### config.mk
export PLATFORM = sky130hd
export DESIGN_NAME = axis_autorange_deadzone
export DESIGN_NICKNAME = d
export VERILOG_FILES = /design/src/rtl/aadz_pkg.sv /design/src/rtl/aadz_peak_store.sv /design/src/rtl/aadz_divider.sv /design/src/rtl/axis_autorange_deadzone.sv
export SDC_FILE = /design/constraint.sdc
export NUM_CORES = 1
export LEC_CHECK = 0
export ABC_AREA = 1
export BUFFER_PORTS_ARGS = -buffer_cell sky130_fd_sc_hd__buf_2
export CORE_MARGIN = 5
export CORE_UTILIZATION = 45
export DETAILED_ROUTE_END_ITERATION = 10
export PLACE_DENSITY_LB_ADDON = 0.1
export SLEW_MARGIN = 30
export SYNTH_ARGS = -nofsm -noshare
export SYNTH_HDL_FRONTEND = slang
export SYNTH_SLANG_ARGS = --single-unit
### constraint.sdc
create_clock -name clk -period 8.4 [get_ports clk]
set_input_delay 1.68 -clock clk [delete_from_list [all_inputs] [get_ports clk]]
set_output_delay 1.68 -clock clk [all_outputs]
set_load 0.01 [all_outputs]
### src/rtl/aadz_pkg.sv
// Shared widths, reset values and constants of the axis conditioner.
package aadz_pkg;

  localparam int CHAN_W   = 3;
  localparam int SAMPLE_W = 16;
  localparam int VALUE_W  = 18;
  localparam int PEAK_W   = 16;
  localparam int DZ_W     = 16;
  // quotient spans 0..65536
  localparam int Q_W      = 17;
  // divider operands: numerator and divisor both stay at or below 2^31
  localparam int DIV_W    = 32;
  // shared multiplier: 16-bit peak times 17-bit factor
  localparam int MUL_W    = PEAK_W + DZ_W + 1;

  localparam int NUM_CHANNELS_DEF = 8;

  localparam logic [PEAK_W-1:0] PEAK_RESET = 16'd16384;
  localparam logic [DZ_W-1:0]   DZ_RESET   = 16'd6554;
  localparam logic [DZ_W:0]     ONE_Q16    = 17'h10000;

endpackage

### src/rtl/aadz_peak_store.sv
// Per-channel peak magnitude store with valid bits standing in for reset.
module aadz_peak_store import aadz_pkg::*; #(
  parameter int NUM_CHANNELS = NUM_CHANNELS_DEF,
  parameter int IDX_W        = (NUM_CHANNELS > 1) ? $clog2(NUM_CHANNELS) : 1
) (
  input  logic              clk,
  input  logic              rst_n,
  input  logic              rd_en,
  input  logic [IDX_W-1:0]  rd_addr,
  output logic [PEAK_W-1:0] rd_data,
  input  logic              wr_en,
  input  logic [IDX_W-1:0]  wr_addr,
  input  logic [PEAK_W-1:0] wr_data
);

  logic [PEAK_W-1:0]       mem [NUM_CHANNELS];
  logic [NUM_CHANNELS-1:0] vld_r;
  logic [PEAK_W-1:0]       mem_q_r;
  logic                    vld_q_r;

  // valid bits: cleared by reset, set on first write
  always_ff @(posedge clk) begin
    if (!rst_n) begin
      vld_r <= '0;
    end else if (wr_en) begin
      vld_r[wr_addr] <= 1'b1;
    end
  end

  // storage array, registered read
  always_ff @(posedge clk) begin
    if (wr_en) begin
      mem[wr_addr] <= wr_data;
    end
    if (rd_en) begin
      mem_q_r <= mem[rd_addr];
      vld_q_r <= vld_r[rd_addr];
    end
  end

  // unwritten entries read as the reset peak
  assign rd_data = vld_q_r ? mem_q_r : PEAK_RESET;

endmodule

### src/rtl/aadz_divider.sv
// Restoring divider, one quotient bit per cycle, quotient of Q_W bits.
module aadz_divider import aadz_pkg::*; (
  input  logic             clk,
  input  logic             rst_n,
  input  logic             start,
  input  logic [DIV_W-1:0] dividend,
  input  logic [DIV_W-1:0] divisor,
  output logic             done,
  output logic [Q_W-1:0]   quot
);

  localparam int CNT_W = $clog2(Q_W + 1);

  logic [DIV_W:0]   rem_r;
  logic [DIV_W-1:0] den_r;
  logic [Q_W-1:0]   quot_r;
  logic [CNT_W-1:0] cnt_r;
  logic             busy_r;
  logic             done_r;

  logic             ge;
  logic [DIV_W:0]   sub;
  logic [DIV_W:0]   rem_sel;
  logic [DIV_W:0]   rem_nxt;

  // one trial subtraction per step; remainder stays below the divisor
  always_comb begin
    ge      = rem_r >= {1'b0, den_r};
    sub     = rem_r - {1'b0, den_r};
    rem_sel = ge ? sub : rem_r;
    rem_nxt = {rem_sel[DIV_W-1:0], 1'b0};
  end

  // control
  always_ff @(posedge clk) begin
    if (!rst_n) begin
      busy_r <= 1'b0;
      done_r <= 1'b0;
      cnt_r  <= '0;
    end else begin
      done_r <= 1'b0;
      if (start) begin
        busy_r <= 1'b1;
        cnt_r  <= CNT_W'(Q_W);
      end else if (busy_r) begin
        cnt_r <= cnt_r - 1'b1;
        if (cnt_r == CNT_W'(1)) begin
          busy_r <= 1'b0;
          done_r <= 1'b1;
        end
      end
    end
  end

  // datapath
  always_ff @(posedge clk) begin
    if (start) begin
      rem_r  <= {1'b0, dividend};
      den_r  <= divisor;
      quot_r <= '0;
    end else if (busy_r) begin
      rem_r  <= rem_nxt;
      quot_r <= {quot_r[Q_W-2:0], ge};
    end
  end

  assign done = done_r;
  assign quot = quot_r;

endmodule

### src/rtl/axis_autorange_deadzone.sv
// Axis conditioner: per-channel peak tracking, dead zone and rescale to Q16.
// Path from accept to out_valid: S_READ, S_MUL1, S_MUL2, S_DIV (17-step serial divide),
//   S_OUT; in the dead zone S_MUL2 goes straight to S_OUT. One item at a time: in_ready
//   only while idle, and a new result waits in S_OUT while the previous one is not yet taken.
// Reset (rst_n, synchronous, active low): dead zone back to 6554, every
//   channel's peak reads 16384 again at once through cleared valid bits.
module axis_autorange_deadzone import aadz_pkg::*; #(
  parameter int NUM_CHANNELS = NUM_CHANNELS_DEF
) (
  input  logic                      clk,
  input  logic                      rst_n,
  input  logic                      cfg_wr_en,
  input  logic [DZ_W-1:0]           cfg_wr_data,
  input  logic                      in_valid,
  output logic                      in_ready,
  input  logic [CHAN_W-1:0]         in_channel,
  input  logic signed [SAMPLE_W-1:0] in_sample,
  output logic                      out_valid,
  input  logic                      out_ready,
  output logic signed [VALUE_W-1:0] out_value,
  output logic [PEAK_W-1:0]         out_peak
);

  localparam int IDX_W = (NUM_CHANNELS > 1) ? $clog2(NUM_CHANNELS) : 1;
  localparam int RED_W = 7;

  typedef enum logic [2:0] {
    S_IDLE,
    S_READ,
    S_MUL1,
    S_MUL2,
    S_DIV,
    S_OUT
  } state_t;

  state_t              state_r;
  logic [DZ_W-1:0]     dz_r;
  logic [IDX_W-1:0]    idx_r;
  logic                neg_r;
  logic [PEAK_W-1:0]   mag_r;
  logic [PEAK_W-1:0]   pk_r;
  logic [DIV_W-1:0]    thr_r;
  logic [Q_W-1:0]      q_r;
  logic                out_valid_r;
  logic [VALUE_W-1:0]  out_value_r;
  logic [PEAK_W-1:0]   out_peak_r;

  logic [RED_W-1:0]    red;
  logic [IDX_W-1:0]    in_idx;
  logic                in_neg;
  logic [PEAK_W-1:0]   in_mag;
  logic                accept;
  logic [PEAK_W-1:0]   trk_rd_data;
  logic [PEAK_W-1:0]   pk_nxt;
  logic [DZ_W:0]       mul_b;
  logic [MUL_W-1:0]    product;
  logic [DIV_W-1:0]    lhs;
  logic                below_dz;
  logic [DIV_W-1:0]    diff;
  logic                div_start;
  logic                div_done;
  logic [Q_W-1:0]      div_quot;

  assign accept   = in_valid && in_ready;
  assign in_ready = (state_r == S_IDLE);

  // channel modulo channel count: a few compare-subtract steps on a 3-bit value
  always_comb begin
    red = {{(RED_W - CHAN_W){1'b0}}, in_channel};
    for (int i = 0; i < 8; i++) begin
      if (red >= RED_W'(NUM_CHANNELS)) begin
        red = red - RED_W'(NUM_CHANNELS);
      end
    end
    in_idx = red[IDX_W-1:0];
  end

  // sample magnitude; -32768 gives 32768
  assign in_neg = in_sample[SAMPLE_W-1];
  assign in_mag = in_neg ? PEAK_W'(-in_sample) : PEAK_W'(in_sample);

  // peak update: zero treated as one, grows to the magnitude
  always_comb begin
    pk_nxt = (trk_rd_data == '0) ? PEAK_W'(1) : trk_rd_data;
    if (mag_r > pk_nxt) begin
      pk_nxt = mag_r;
    end
  end

  // shared multiplier: peak * dead zone, then peak * (1 - dead zone)
  assign mul_b   = (state_r == S_MUL1) ? {1'b0, dz_r} : (ONE_Q16 - {1'b0, dz_r});
  assign product = {{(MUL_W - PEAK_W){1'b0}}, pk_r} * {{(MUL_W - DZ_W - 1){1'b0}}, mul_b};

  // dead zone test and numerator
  assign lhs       = {mag_r, {(DIV_W - PEAK_W){1'b0}}};
  assign below_dz  = lhs < thr_r;
  assign diff      = lhs - thr_r;
  assign div_start = (state_r == S_MUL2) && !below_dz;

  aadz_peak_store #(
    .NUM_CHANNELS (NUM_CHANNELS),
    .IDX_W        (IDX_W)
  ) u_store (
    .clk     (clk),
    .rst_n   (rst_n),
    .rd_en   (accept),
    .rd_addr (in_idx),
    .rd_data (trk_rd_data),
    .wr_en   (state_r == S_READ),
    .wr_addr (idx_r),
    .wr_data (pk_nxt)
  );

  aadz_divider u_div (
    .clk      (clk),
    .rst_n    (rst_n),
    .start    (div_start),
    .dividend (diff),
    .divisor  (product[DIV_W-1:0]),
    .done     (div_done),
    .quot     (div_quot)
  );

  // configuration register
  always_ff @(posedge clk) begin
    if (!rst_n) begin
      dz_r <= DZ_RESET;
    end else if (cfg_wr_en) begin
      dz_r <= cfg_wr_data;
    end
  end

  // sequencer with registered output item
  always_ff @(posedge clk) begin
    if (!rst_n) begin
      state_r     <= S_IDLE;
      out_valid_r <= 1'b0;
    end else begin
      // result taken; S_OUT handles its own reload
      if (out_valid_r && out_ready && (state_r != S_OUT)) begin
        out_valid_r <= 1'b0;
      end
      unique case (state_r)
        S_IDLE: begin
          if (accept) begin
            idx_r   <= in_idx;
            neg_r   <= in_neg;
            mag_r   <= in_mag;
            state_r <= S_READ;
          end
        end
        S_READ: begin
          pk_r    <= pk_nxt;
          state_r <= S_MUL1;
        end
        S_MUL1: begin
          thr_r   <= product[DIV_W-1:0];
          state_r <= S_MUL2;
        end
        S_MUL2: begin
          if (below_dz) begin
            q_r     <= '0;
            state_r <= S_OUT;
          end else begin
            state_r <= S_DIV;
          end
        end
        S_DIV: begin
          if (div_done) begin
            q_r     <= div_quot;
            state_r <= S_OUT;
          end
        end
        S_OUT: begin
          if (!out_valid_r || out_ready) begin
            out_valid_r <= 1'b1;
            out_value_r <= neg_r ? VALUE_W'(-{1'b0, q_r}) : VALUE_W'({1'b0, q_r});
            out_peak_r  <= pk_r;
            state_r     <= S_IDLE;
          end
        end
        default: begin
          state_r <= S_IDLE;
        end
      endcase
    end
  end

  assign out_valid = out_valid_r;
  assign out_value = out_value_r;
  assign out_peak  = out_peak_r;

endmodule

==> flow_metrics.tcl <==
set metrics [dict create \
    count_of_buffers_inserted_at_the_top_level_ports 75 \
    synth-warning-count 0 \
    critical_path_arrival_ps 7660 \
    postSynth.topFlopCell "sky130_fd_sc_hd__edfxtp_1" \
    post_route_cells_drive_above_1_share_pct 6.92 \
    critPathCaptureType "flop" \
    grt_first_pass_wirelength_um 128000 \
    grt_antenna_before_repair 2 \
    post_synth_num_cell_types 55 \
    route.antenna.remaining_nets 0 \
    worst_r2r_path_depth 23 \
    worst-setup-path-type "reg2reg" \
    setup_ws_ps 1050 \
    row_count 92 \
    synth-async-reset-ratio_pct 0 \
    number_of_enable_type_register_cells_in_the_synthesized_netlist 328 \
    syn_area_um2 28700 \
    synth.most_common_cell "sky130_fd_sc_hd__nand2_1" \
    globalRoute.totalOverflow 0 \
    first_global_vias 22700 \
    rsz0062_at_grt "false" \
    num_vias 22000 \
    core-area_um2 63200 \
    worst_path_max_delay_cell "sky130_fd_sc_hd__o21ai_2" \
    fin_worst_skew_ps 30.0 \
    area.growth.synth_to_final_pct 9.17 \
    grt.total_usage_pct 23.5 \
    share_of_the_cycle_needed_by_the_critical_path_after_routing_pct 87.5 \
    timing.final.max_slew_violations 0 \
    place.detailed.hpwl_um 63900 \
    worst_slew_margin_rel_pct 35.2 \
    clk_transition_reported_paths_ps 60 \
    clockBufferDepth 3 \
    crit_path_max_fanout 17 \
    final_hold_vio_count 0 \
    postSynthRegisterBits 381 \
    drt_drc_violations_left 0 \
    postSynthCellCount 3352 \
    die_w_um 263 \
    outcome "finished clean" \
    post-cts-setup-buffers 0 \
    worst_ep_required_time_ps 8700 \
    critical_path.max_stage_delay_ps 560 \
    worst_skew_pair.late_latency_ps 590 \
    drt-initial-drc-count 1488 \
    antennaDiodeCount 0 \
    cts-htree-levels 2 \
    tritoncts_clock_tree "yes" \
    clock_sinks 381 \
    path_delay_family "adder cells" \
    path_common_cell "sky130_fd_sc_hd__fa_1" \
    synth_nets 3771 \
    cts_hold_buf 0 \
    hold_class "reg2reg" \
    path_buf_inv 7 \
    die-height_um 263 \
    num_io_pins 76 \
    worstPathCellList "inv_1 > nor3_2 > inv_1 > buf_4 > o21ai_2 > inv_2 > nand2_1 > fa_1 > fa_1 > inv_1 > fa_1 > fa_1 > fa_1 > inv_1 > fa_1 > inv_1 > ha_1 > a21oi_1 > a21boi_0 > o21ai_0 > a21oi_1 > o21bai_1 > xor2_1" \
    layout.nets 3827 \
    achievable-frequency_mhz 136 \
    gpl.final_weighted_congestion 0.946 \
    initial_core_utilization_pct 45.5 \
    synthTopCellsByArea "sky130_fd_sc_hd__edfxtp_1, sky130_fd_sc_hd__fa_1, sky130_fd_sc_hd__nand2_1" \
    critical_path.startpoint_type "flop" \
    post_cts_resized 0 \
    max_cap_violation_count 0 \
    firstDrtPassIters 5 \
    route.final.wire_length_um 82000 \
    clockRootBuffer "sky130_fd_sc_hd__clkbuf_16" \
    synth.avg_cell_area_um2 8.57 \
    grt_start_max_net_pins 71 \
    pre_cts_slack_ps 1190 \
    die_area_um2 69000 \
    setup-tns-final_ps 0 \
    synth_top_area_cell "sky130_fd_sc_hd__edfxtp_1" \
    setup_viol 0 \
    seq_area_frac_synth_pct 38.0 \
    routed_length_per_instance_um 19.1 \
    worstHoldPathCells 0 \
    final_critical_path_time_including_i_o_delays_and_setup_ps 7350 \
    viasPerCell 5.13 \
    synth_top_cells_by_count "sky130_fd_sc_hd__nand2_1, sky130_fd_sc_hd__inv_1, sky130_fd_sc_hd__nor2_1" \
    worst_margin_pin_slew_ps 971 \
    crit_cells 23 \
    yosys.area.top_type_share_pct 34.3 \
    cts_inserted_buffers 43 \
]
-- cell type report --
cell class	instances	area [µm²]
Fill cell	6118	31800
Multi-Input combinational cell	2239	15000
Sequential cell	381	10900
Inverter	640	2410
Clock buffer	50	1100
Tap cell	846	1060
Timing Repair Buffer	103	606
Clock inverter	26	293
-- stage by stage --
stage / hold WS (ps) / cells / instance area, µm² / utilization, %
2_1_floorplan: 424 / 3352 / 28700 / -
3_3_place_gp: 444 / 4208 / 29900 / 47.4
3_5_place_dp: 450 / 4209 / 30000 / 47.4
4_1_cts: 466 / 4285 / 31400 / 49.6
5_1_grt: 473 / 4285 / 31400 / 49.6
6_report: 461 / 4285 / 31400 / 49.6
-- metal layers --
metal	GRT usage (%)	share of wire, %	routed length [µm]
met1	32.5	46	37400
met2	40.0	48	39000
met3	2.64	4.5	3700
met4	5.26	2.3	1880
met5	0	0	0
-- cells by family after synthesis --
kind of cell,Yosys count,synth area share (%)
simple gates,1426,20.7
buf+inv,732,9.96
flops,381,38.0
fa+ha+maj,379,21.9
compound gates,342,6.53
xor+xnor,92,2.90
-- path summary, 6_finish.rpt --
check | start | to | slack, ps
setup / recovery | state_r[1] | u_div.den_r[20] | 1050
hold / removal | q_r[0] | out_value[0] | 460
setup reg to reg | state_r[1] | u_div.den_r[20] | 1050
hold reg to reg | q_r[0] | out_value[0] | 460
-- worst register-to-register path, stage by stage (launching register included) --
cell and delay [ps]:
sky130_fd_sc_hd__dfxtp_1 390, sky130_fd_sc_hd__inv_1 90, sky130_fd_sc_hd__nor3_2 360, sky130_fd_sc_hd__inv_1 200, sky130_fd_sc_hd__buf_4 250, sky130_fd_sc_hd__o21ai_2 570, sky130_fd_sc_hd__inv_2 240, sky130_fd_sc_hd__nand2_1 160
sky130_fd_sc_hd__fa_1 460, sky130_fd_sc_hd__fa_1 540, sky130_fd_sc_hd__inv_1 50, sky130_fd_sc_hd__fa_1 510, sky130_fd_sc_hd__fa_1 520, sky130_fd_sc_hd__fa_1 540, sky130_fd_sc_hd__inv_1 50, sky130_fd_sc_hd__fa_1 520
sky130_fd_sc_hd__inv_1 40, sky130_fd_sc_hd__ha_1 350, sky130_fd_sc_hd__a21oi_1 240, sky130_fd_sc_hd__a21boi_0 270, sky130_fd_sc_hd__o21ai_0 190, sky130_fd_sc_hd__a21oi_1 250, sky130_fd_sc_hd__o21bai_1 110, sky130_fd_sc_hd__xor2_1 150
-- placed cells by master (no fill, tap or decap), types with 10 or more instances in the layout --
cell type                     n
sky130_fd_sc_hd__buf_4       27
sky130_fd_sc_hd__clkbuf_16   43
sky130_fd_sc_hd__nor3_1      31
sky130_fd_sc_hd__edfxtp_1   328
sky130_fd_sc_hd__a31oi_1     22
sky130_fd_sc_hd__xor2_1      60
sky130_fd_sc_hd__dfxtp_1     53
sky130_fd_sc_hd__xnor2_1     30
sky130_fd_sc_hd__fa_1       208
sky130_fd_sc_hd__o22ai_1     33
sky130_fd_sc_hd__nand3_1    181
sky130_fd_sc_hd__nor2_2      15
sky130_fd_sc_hd__nand2_1    701
sky130_fd_sc_hd__ha_1       171
sky130_fd_sc_hd__and2_1      10
sky130_fd_sc_hd__inv_2       12
sky130_fd_sc_hd__nor2_1     413
sky130_fd_sc_hd__o21ai_0    138
sky130_fd_sc_hd__inv_1      622
sky130_fd_sc_hd__a21oi_1    112
sky130_fd_sc_hd__buf_2       75
sky130_fd_sc_hd__nand4_1     27
-- flip-flops by register name, indices dropped and copies added (netlist names), 3 cells and up --
signal	flops
q_r	17
u_store.mem	128
u_store.vld_r	8
out_value	18
u_div.rem_r	33
u_store.mem_q_r	16
u_div.den_r	32
state_r	3
u_div.quot	17
out_peak	16
pk_r	16
u_div.cnt_r	5
dz_r	16
idx_r	3
mag_r	16
thr_r	32
Power is not shown: default switching activity piles up to over one toggle a cycle in this logic, so the estimate is an artifact.
